<file path="src/design/cst_ram.sv">
module cst_ram #(
  parameter int WIDTH = 8,
  parameter int DEPTH = 16
) (
  input  logic                     clk,
  input  logic                     we,
  input  logic [$clog2(DEPTH)-1:0] waddr,
  input  logic [WIDTH-1:0]         wdata,
  input  logic [$clog2(DEPTH)-1:0] raddr,
  output logic [WIDTH-1:0]         rdata
);

  logic [WIDTH-1:0] mem [DEPTH];

  always_ff @(posedge clk) begin
    if (we) begin
      mem[waddr] <= wdata;
    end
    rdata <= mem[raddr];
  end

endmodule

</file>
<file path="config.mk">
export PLATFORM = sky130hd
export DESIGN_NAME = cst_ram
export DESIGN_NICKNAME = d
export VERILOG_FILES = /design/src/design/cst_ram.sv
export SDC_FILE = /design/constraint.sdc
export NUM_CORES = 1
export LEC_CHECK = 0
export BUFFER_PORTS_ARGS = -buffer_cell sky130_fd_sc_hd__buf_4
export CAP_MARGIN = 30
export CORE_MARGIN = 2
export CORE_UTILIZATION = 54
export DETAILED_ROUTE_END_ITERATION = 16
export GPL_TIMING_DRIVEN = 1
export HOLD_SLACK_MARGIN = 0.05
export PLACE_DENSITY_LB_ADDON = 0.05
export SYNTH_ARGS = -nofsm -noshare
export SYNTH_HDL_FRONTEND = slang
export SYNTH_SLANG_ARGS = --single-unit
</file>
<file path="constraint.sdc">
create_clock -name clk -period 2.05 [get_ports clk]
set_clock_uncertainty 0.1 [all_clocks]
set_input_delay 0.41 -clock clk [delete_from_list [all_inputs] [get_ports clk]]
set_output_delay 0.41 -clock clk [all_outputs]
set_load 0.02 [all_outputs]
</file>
After elaboration in Yosys (flattened, before gate mapping) --
Memory sizes are Yosys's and may differ from the RTL's. A register that Yosys moved wholly into a read port is not among the register bits. Index checks and enable logic that the tools add are counted.
Word-level totals: memories kept 1, bits in read-only memories 0, input port bits 18, register bits after elaboration 0, output and inout port bits 8, latch bits 0, bits in writable memories 128, word-level logic and storage cells 3
Memories:
- mem | words 16, width 8, rd ports 1, clocked after Yosys merged registers in 1, wr ports 1, RTL line 13 | logic [WIDTH-1:0] mem [DEPTH];
Operators by class: multiplexer cells 2, equal/unequal tests 0, shift-type cells 0, $mul 0, reductions and logical operators 0, $add $sub $neg 0, divide/modulo/power cells 0, bitwise gates (word level) 0, magnitude comparators 0
Operator list (count):
- 2-to-1 mux 1 bit | 2

Logic depth before layout (Yosys ltp) --
Gate-level depths: netlist of the first run.
depth after elaboration 2, mapped depth 5

Least setup slack after synthesis of the first run --
No wires, ideal clock.
path kind input to register, from in waddr[2], to mem mem[0][0] (enable), arrival time 1.520 ns, setup slack 0.047 ns, stages 2, required time 1.567 ns, cells stage by stage or3b_2 -> nor3_1
RTL lines:
- start, declared | RTL line 7 | input logic [$clog2(DEPTH)-1:0] waddr,
- end, declared | RTL line 13
Straight into the memory's write port.

Worst setup path after layout of the first run --
from reg rdata[2] (read register of mem), to out rdata[2]
RTL lines:
- start, declared | RTL line 10 | output logic [WIDTH-1:0] rdata
No word-level cell between the ends.

==> flow_summary.json, run 1 <==
{
  "cts_resized": 0,
  "ff2ff_setup_slack_ns": 0.56,
  "final_area_um2": 6220,
  "final_cells": 429,
  "clock_path_buffers": 2,
  "worstRegToRegCells": 3,
  "r2r-start": "mem[9][3]$_DFFE_PP_",
  "numCtsBuffers": 17,
  "grt_pass1_wl_um": 15300,
  "synth_fa_ha_area_share_pct": 0,
  "dp.cells": 397,
  "final_common_cell": "edfxtp_1",
  "cts.sinks": 136,
  "grt_max_degree": 18,
  "slew_violations": 0,
  "rsz0062_at_grt": "false",
  "vias": 2446,
  "setup_tns_ns": 0,
  "wirelength_um": 10200,
  "p_per_area_nw_per_um2": 1040,
  "viasPerCell": 5.70,
  "post-dp-hpwl_um": 6350,
  "nFillCells": 624,
  "status": "complete, no violations",
  "grt_pass1_vias": 2516,
  "drc": 0,
  "ir_drop_uv": 562,
  "min_period_ns": 1.54,
  "worstPathRequired_ns": 1.54,
  "io_buffers": 25,
  "critPathLaunchType": "flip-flop",
  "ant_nets": 0,
  "hold_viol": 0,
  "clk_pin_slew_ns": 0.06,
  "ys_seq_area_share_pct": 77.8,
  "min_path_type": "input pin to flip-flop",
  "worstSkewPairLatency_ns": 0.52,
  "synth_compound_area_share_pct": 2.33,
  "avgSynthCellArea_um2": 22.5,
  "first_iter_violations": 170,
  "diodes": 0,
  "crit_family": "flip-flops",
  "min_period_over_period_pct": 75.2,
  "yosys-mux-area-fraction_pct": 15.0,
  "synth_top_family_by_area": "multiplexers",
  "htree_num_levels": 4,
  "fin_util_pct": 67.3,
  "maxCapViolCount": 0,
  "worstSetupPathType": "flip-flop to output pin",
  "synth-simple-area-share_pct": 3.18,
  "ys_seq_elements": 136,
  "postCtsSetupRepairBufs": 0,
  "power_mw": 6.48,
  "grt_antenna_before_repair": 0,
  "cts_tree": "yes",
  "endpoint_kind": "output pin",
  "fin_nets": 305,
  "detail_route.wl_per_cell_um": 23.7,
  "worst_slew_margin_rel_pct": 71.7,
  "start_util_pct": 55.7,
  "yosys_warnings": 0,
  "arrival_ns": 1.03,
  "synth.distinct_cells": 19,
  "ioPinCount": 26,
  "setup_viol_count_final": 0,
  "syn_inst": 229,
  "hold_buffers": 0,
  "synth_nets": 247,
  "min_from": "wdata[2]",
  "grt_overflow": 0,
  "r2r_end": "rdata[3]$_DFF_P_",
  "drive_gt1_share_pct": 32.7,
  "hold_path_depth": 1,
  "dieArea_um2": 10300,
  "crit_fanout": 1,
  "grt_usage_pct": 21.9,
  "final_cell_mix": "128 x edfxtp_1, 46 x buf_4, 18 x mux4_2",
  "crit_buf_inv": 1,
  "postPlaceCellArea_um2": 5630,
  "syn_to_final_growth_pct": 20.8,
  "path_cells": "buf_4",
  "core.rowCount": 35,
  "syn_area_um2": 5150,
  "leakage_nw": 2.13,
  "fmax_ghz": 0.649,
  "die_w_um": 102,
  "hold_end": "mem[13][2]$_DFFE_PP_",
  "ctsRootBufferMaster": "clkbuf_8",
  "critPathSlowestCell": "dfxtp_1",
  "fp.dieH_um": 102,
  "dr.pass1.iters": 5,
  "synth_xor_area_share_pct": 0,
  "globalplace.congestion": 0.759,
  "tightest_slew_ns": 0.424,
  "core_um2": 9240,
  "cp_slowest_stage_delay_ns": 0.36
}
==> cell usage after synthesis <==
library cell | n | area share (%)
mux4_2 | 18 | 7.9
or3b_2 | 1 | 0.17
and2_1 | 1 | 0.12
nand2_1 | 9 | 0.66
a22oi_1 | 16 | 2.3
buf_6 | 3 | 0.66
edfxtp_1 | 128 | 75
nor2b_1 | 1 | 0.12
dfxtp_1 | 8 | 3.1
and2b_1 | 1 | 0.15
nand3_1 | 1 | 0.097
mux4_1 | 14 | 7.1
nor3_1 | 4 | 0.39
buf_4 | 1 | 0.15
buf_2 | 3 | 0.29
clkdlybuf4s25_2 | 3 | 0.58
nand2b_1 | 2 | 0.24
nand3b_1 | 2 | 0.29
nor2_1 | 13 | 0.95
==> state kept, by name, indices dropped and copies added (netlist names) <==
register,flops
mem,128
rdata,8
==> final cells by class <==
type	count	area, um^2	share of cell area (%)
flip-flops and latches	136	4000	64.4
repair buffers	49	405	6.52
well taps	129	161	2.60
multi-input cells	83	1060	17.0
clock inverters	13	170	2.74
clock buffers	19	422	6.78
==> cells by family (layout without fill, tap and decap cells) <==
kind of cell    Yosys count  after routing
compound gates           16             16
buf+inv                  10             81
flops                   136            136
mux                      32             32
simple gates             35             35
==> power breakdown <==
group / switching, mW / leakage (nW) / internal (mW) / total (mW)
registers: 0.0204 / 1.22 / 3.11 / 3.13
logic: 0.185 / 0.630 / 0.154 / 0.339
clock network: 1.14 / 0.279 / 1.87 / 3.01
total: 1.35 / 2.13 / 5.13 / 6.48
==> worst max path at each step <==
stage	from	end	slack (ns)	depth (start not counted)
floorplan	waddr[2]	mem[0][0]$_DFFE_PP_	0.05	2
global placement	raddr[0]	rdata[7]$_DFF_P_	0.10	5
detailed placement	raddr[0]	rdata[0]$_DFF_P_	0.1	5
CTS	rdata[2]$_DFF_P_	rdata[2]	0.49	1
global route	rdata[7]$_DFF_P_	rdata[7]	0.47	1
finish	rdata[2]$_DFF_P_	rdata[2]	0.51	1
==> stage by stage <==
| step | setup WS [ns] | hold slack (ns) |
|---|---|---|
| finish | 0.509 | 0.103 |
| global route | 0.470 | 0.107 |
| CTS | 0.493 | 0.0941 |
| detailed placement | 0.0988 | 0.556 |
| global placement | 0.104 | 0.555 |
| floorplan | 0.0471 | 0.409 |
==> layer usage <==
| layer | GRT usage (%) | up-vias | share of wire [%] |
|---|---|---|---|
| met2 | 32.2 | 91 | 48 |
| li1 | - | 1087 | - |
| met5 | 0 | - | 0 |
| met4 | 7.80 | 0 | 1.1 |
| met3 | 5.52 | 9 | 6.7 |
| met1 | 32.4 | 1259 | 44 |
No activity file was read; power rests on OpenSTA's default activity.
==> inputs of run 2 (changes only) <==
Settings changed: ABC_AREA from default to 1, CORE_UTILIZATION 54 to 61.
Clock period 2.05 ns to 1.6 ns, I/O delays scaled along.
==> run 2 against run 1 <==
Compared with the run above: worst setup slack worse by 0.36 ns; clock power is 13% higher; critical endpoint is now rdata[0]; combinational power is 68% higher; final area is 8.6% higher; area after synthesis is 12% higher; sequential share of layout area is 5.1 points lower; die area is 0.80% lower; global-route usage is 4.9 points higher.
==> flow_summary.json, run 2 <==
{
  "status": "complete, no violations",
  "yosys-mux-area-fraction_pct": 0,
  "leakage_nw": 2.96,
  "maxCapViolCount": 0,
  "clockPowerShare_pct": 42.7,
  "synth_fa_ha_area_share_pct": 0,
  "io_buffers": 25,
  "synth-async-reset-ratio_pct": 0,
  "cts_resized": 0,
  "grt_antenna_before_repair": 0,
  "synthTopCellsByCount": "173 x nand2_1, 128 x edfxtp_1, 100 x inv_1, 97 x nand3_1, 17 x nor2_1",
  "ys_seq_elements": 136,
  "setup_tns_ns": 0,
  "worstPathRequired_ns": 1.18,
  "vias": 3875,
  "htree_num_levels": 4,
  "ioPinCount": 26,
  "synth_top_area_share_pct": 66.7,
  "drc": 0,
  "drive_gt1_share_pct": 12.9,
  "min_period_over_period_pct": 90.5,
  "detail_route.wl_per_cell_um": 17.6,
  "final_common_cell": "nand2_1",
  "worstSetupPathType": "flip-flop to output pin",
  "worstSkewPairLatency_ns": 0.52,
  "clock_path_buffers": 2,
  "first_iter_violations": 339,
  "grt_pass1_wl_um": 19900,
  "clk_pin_slew_ns": 0.06,
  "fp.dieH_um": 101,
  "ant_nets": 0,
  "syn_area_um2": 5770,
  "synth_top_family_by_area": "simple AND/OR/NAND/NOR gates",
  "nFillCells": 640,
  "largest-register": "mem",
  "postPlaceCellArea_um2": 6170,
  "die_w_um": 101,
  "grt_overflow": 0,
  "p_int_mw": 6.14,
  "cts_tree": "yes",
  "globalplace.congestion": 0.900,
  "yosys_warnings": 0,
  "ctsRootBufferMaster": "clkbuf_8",
  "diodes": 0,
  "wirelength_um": 12700,
  "crit_buf_inv": 1,
  "power_frac_seq_pct": 50.2,
  "critPathSlowestCell": "dfxtp_1",
  "synth-edff-count": 128,
  "fmax_ghz": 0.691,
  "multi_input_area_um2": 1210,
  "min_period_ns": 1.45,
  "endpoint_kind": "output pin",
  "syn_inst": 551,
  "cp_slowest_stage_delay_ns": 0.36,
  "p_per_area_nw_per_um2": 1180,
  "final_cell_mix": "173 x nand2_1, 128 x edfxtp_1, 100 x inv_1",
  "path_cells": "buf_4",
  "synth_ff_type": "edfxtp_1",
  "dr.pass1.iters": 5,
  "grt_max_degree": 65,
  "post-dp-hpwl_um": 7590,
  "cts.sinks": 136,
  "grt_pass1_vias": 3744,
  "avgSynthCellArea_um2": 10.5,
  "fin_nets": 617,
  "tightest_slew_ns": 0.299,
  "netlist_top_cells_area": "edfxtp_1 67%, nand2_1 11%, nand3_1 8.4%",
  "combPwrFrac_pct": 7.1,
  "start_util_pct": 62.7,
  "setup_viol_count_final": 0,
  "dieArea_um2": 10200,
  "ys_seq_area_share_pct": 69.4,
  "core_um2": 9200,
  "syn_to_final_growth_pct": 17.2,
  "viasPerCell": 5.36,
  "min_path_type": "input pin to flip-flop",
  "slew_violations": 0,
  "core.rowCount": 35,
  "synth_top_area_cell": "edfxtp_1",
  "p_sw_mw": 1.84,
  "synth_compound_area_share_pct": 0,
  "swShare_pct": 23.1,
  "critPathLaunchType": "flip-flop",
  "yosysMostFrequentCell": "nand2_1",
  "synth.distinct_cells": 12,
  "ir_drop_uv": 775,
  "crit_family": "flip-flops",
  "synth-simple-area-share_pct": 21.0,
  "crit_fanout": 1,
  "regArea_um2": 4000,
  "grt_usage_pct": 26.8,
  "arrival_ns": 1.03,
  "final_area_um2": 6760,
  "largest_reg_flops": 128,
  "top_regs": "mem: 128 flops, rdata: 8 flops",
  "synth_xor_area_share_pct": 0,
  "hold_viol": 0,
  "numCtsBuffers": 17,
  "rsz0062_at_grt": "false",
  "worst_slew_margin_rel_pct": 80.1,
  "synth_nets": 569
}
-- run 2: cells by family (layout without fill, tap and decap cells) --
| kind of cell | after synthesis | count (layout) |
|---|---|---|
| and+or+nand+nor | 289 | 289 |
| buffers and inverters | 126 | 187 |
| DFF | 136 | 136 |
-- run 2: path summary, 6_finish.rpt --
check	start	endpoint	slack (ns)	cells after the start
worst max-delay path	rdata[0]$_DFF_P_	rdata[0]	0.15	1
worst min-delay path	wdata[3]	mem[2][3]$_DFFE_PP_	0.07	1
worst max register to register	mem[7][4]$_DFFE_PP_	rdata[4]$_DFF_P_	0.44	6
worst min register to register	mem[14][4]$_DFFE_PP_	rdata[4]$_DFF_P_	0.57	6
-- run 2: metal layers --
layer	routed length (um)	track usage (%)	vias up
met1	5180	36.5	1821
li1	-	-	1871
met4	235	10.2	0
met2	6430	43.5	160
met3	852	5.18	23
met5	0	0	-
-- run 2: area by class of cell --
class,instances,share of cell area (%)
Tap cell,111,2.06
Multi-Input combinational cell,289,18.0
Inverter,102,5.67
Clock buffer,20,6.44
Sequential cell,136,59.3
Timing Repair Buffer,53,7.22
Clock inverter,12,1.39
-- run 2: power by group through the flow --
stage / Clock [mW] / Sequential (mW) / Combinational, mW
6_report: 3.40 / 4.01 / 0.570
5_1_grt: 3.59 / 4.01 / 0.622
4_1_cts: 3.44 / 4.01 / 0.569
3_5_place_dp: 0 / 4.08 / 0.550
3_3_place_gp: 0 / 4.08 / 0.540
2_1_floorplan: 0 / 4.11 / 0.281
-- run 2: timing repair --
action | CTS | global route
hold buffers | 6 | 0
setup buffers | 0 | 0
endpoints found under the hold margin | 87 | 0
-- run 2: per-stage QoR --
| stage | instances | setup WS, ns | power (mW) | hold WS (ns) | utilization [%] |
|---|---|---|---|---|---|
| floorplan | 551 | 0.229 | 4.39 | 0.319 | - |
| global placement | 685 | 0.0959 | 4.62 | 0.539 | 67.1 |
| detailed placement | 685 | 0.0685 | 4.63 | 0.547 | 67.1 |
| CTS | 723 | 0.143 | 8.02 | 0.0566 | 73.5 |
| global route | 723 | 0.105 | 8.22 | 0.0670 | 73.5 |
| finish | 723 | 0.153 | 7.98 | 0.0685 | 73.5 |
==> inputs of run 3 (changes only) <==
Settings changed: ABC_AREA 1 to default, CORE_UTILIZATION 61 to 60.
==> run 3 against run 2 <==
Compared with the run above: clock power is 23% higher; total power is 8.2% higher; non-clock buffer count is 5 higher; first-iteration DRC count is 47% lower; critical path depth is 2 higher; critical endpoint is now rdata[4]$_DFF_P_.
==> flow_summary.json, run 3 (synthesis gave the netlist of run 1 again) <==
{
  "grt_max_degree": 23,
  "fmax_ghz": 0.677,
  "start_util_pct": 62.3,
  "status": "complete, no violations",
  "grt_pass1_vias": 2589,
  "fp.dieH_um": 96.6,
  "critPathSlowestCell": "mux4_1",
  "drc": 0,
  "globalplace.congestion": 0.754,
  "p_per_area_nw_per_um2": 1360,
  "min_path_type": "input pin to flip-flop",
  "ir_drop_uv": 875,
  "maxCapViolCount": 0,
  "viasPerCell": 5.94,
  "diodes": 0,
  "dr.pass1.iters": 4,
  "tightest_slew_ns": 0.706,
  "syn_to_final_growth_pct": 23.8,
  "crit_family": "multiplexers",
  "detail_route.wl_per_cell_um": 22.9,
  "post-dp-hpwl_um": 6090,
  "final_area_um2": 6370,
  "cp_slowest_stage_delay_ns": 0.49,
  "ff2ff_setup_slack_ns": 0.12,
  "core_um2": 8260,
  "final_common_cell": "edfxtp_1",
  "ctsRootBufferMaster": "clkbuf_8",
  "whs_ns": 0.231,
  "fin_util_pct": 77.2,
  "grt_usage_pct": 22.1,
  "postPlaceCellArea_um2": 5650,
  "arrival_ns": 1.76,
  "io_buffers": 25,
  "min_period_ns": 1.48,
  "setup.worst_path.end": "rdata[4]$_DFF_P_",
  "crit_fanout": 1,
  "top_regs": "mem: 128 flops, rdata: 8 flops",
  "worstPathRequired_ns": 1.89,
  "path_cells": "mux4_1 -> a22oi_1 -> nand2_1",
  "path_depth": 3,
  "clk_pin_slew_ns": 0.06,
  "power_mw": 8.64,
  "endpoint_kind": "flip-flop",
  "grt_antenna_before_repair": 0,
  "min_period_over_period_pct": 92.3,
  "final_cell_mix": "128 x edfxtp_1, 45 x buf_4, 18 x mux4_2",
  "setup_viol_count_final": 0,
  "grt_pass1_wl_um": 14800,
  "leakage_nw": 2.22,
  "rsz0062_at_grt": "false",
  "cts.sinks": 136,
  "hold_viol": 0,
  "htree_num_levels": 4,
  "first_iter_violations": 178,
  "wirelength_um": 9490,
  "worstSkewPairLatency_ns": 0.51,
  "slew_violations": 0,
  "worstSetupStartpoint": "mem[8][4]$_DFFE_PP_",
  "worst_slew_margin_rel_pct": 52.8,
  "largest_reg_flops": 128,
  "ioPinCount": 26,
  "fin_nets": 314,
  "grt_overflow": 0,
  "worstRegToRegCells": 3,
  "worstSetupPathType": "flip-flop to flip-flop",
  "vias": 2461,
  "dieArea_um2": 9340,
  "critPathLaunchType": "flip-flop",
  "clock_path_buffers": 2,
  "core.rowCount": 33,
  "die_w_um": 96.6,
  "numCtsBuffers": 17,
  "crit_buf_inv": 0,
  "ant_nets": 0,
  "r2r_end": "rdata[4]$_DFF_P_",
  "r2r-start": "mem[8][4]$_DFFE_PP_",
  "cts_tree": "yes",
  "drive_gt1_share_pct": 33.3,
  "setup_tns_ns": 0,
  "largest-register": "mem"
}
run 3: changes by cell type in the layout (fill, tap and decap cells not counted), moves of 3 or more:
cell       change
a22oi_1       +16
buf_4          +4
bufinv_16      +5
inv_1        -100
mux4_1        +14
mux4_2        +18
nand2_1      -164
nand3_1       -96
nor2_1         -4
nor3_2         +3
run 3: cell type report:
type                            count  area, um^2
Clock buffer                       18         428
Clock inverter                     14         219
Fill cell                         445        1890
Multi-Input combinational cell     83        1070
Sequential cell                   136        4000
Tap cell                          105         131
Timing Repair Buffer               58         518
run 3: worst min-delay path: stages:
cell and delay (ns):
buf_4 0.14, nor3_2 0.07, buf_4 0.14
run 3: where the power goes:
part           switching, mW  internal [mW]
Clock                   1.43           2.74
Combinational          0.236          0.217
Sequential            0.0236           3.98
run 3: through the flow:
stage | setup WS, ns | instances
finish | 0.123 | 414
global route | 0.0722 | 414
CTS | 0.100 | 414
detailed placement | -0.221 | 374
global placement | -0.187 | 374
floorplan | -0.0861 | 229
run 3: layer usage:
layer / vias up / GRT usage [%] / share of wire, %
li1: 1107 / - / -
met1: 1253 / 31.4 / 44
met2: 88 / 34.2 / 50
met3: 13 / 5.92 / 5.2
met4: 0 / 7.04 / 1.5
met5: - / 0 / 0
run 3: worst min-delay path by stage:
stage | end | cells past startpoint | startpoint | slack (ns)
after detailed placement | mem[5][0]$_DFFE_PP_ | 1 | wdata[0] | 0.53
after global routing | mem[4][3]$_DFFE_PP_ | 3 | waddr[0] | 0.24
final | mem[4][2]$_DFFE_PP_ | 3 | waddr[0] | 0.23
after CTS | mem[4][3]$_DFFE_PP_ | 3 | waddr[0] | 0.22
after global placement | mem[7][5]$_DFFE_PP_ | 1 | wdata[5] | 0.51
after floorplan | mem[0][0]$_DFFE_PP_ | 0 | wdata[0] | 0.32
run 3: timing repair:
action,in CTS,in global routing
setup buffers,0,0
setup endpoints to repair,0,0
hold endpoints to repair,128,0
gates resized for setup,0,0
hold buffers,8,0
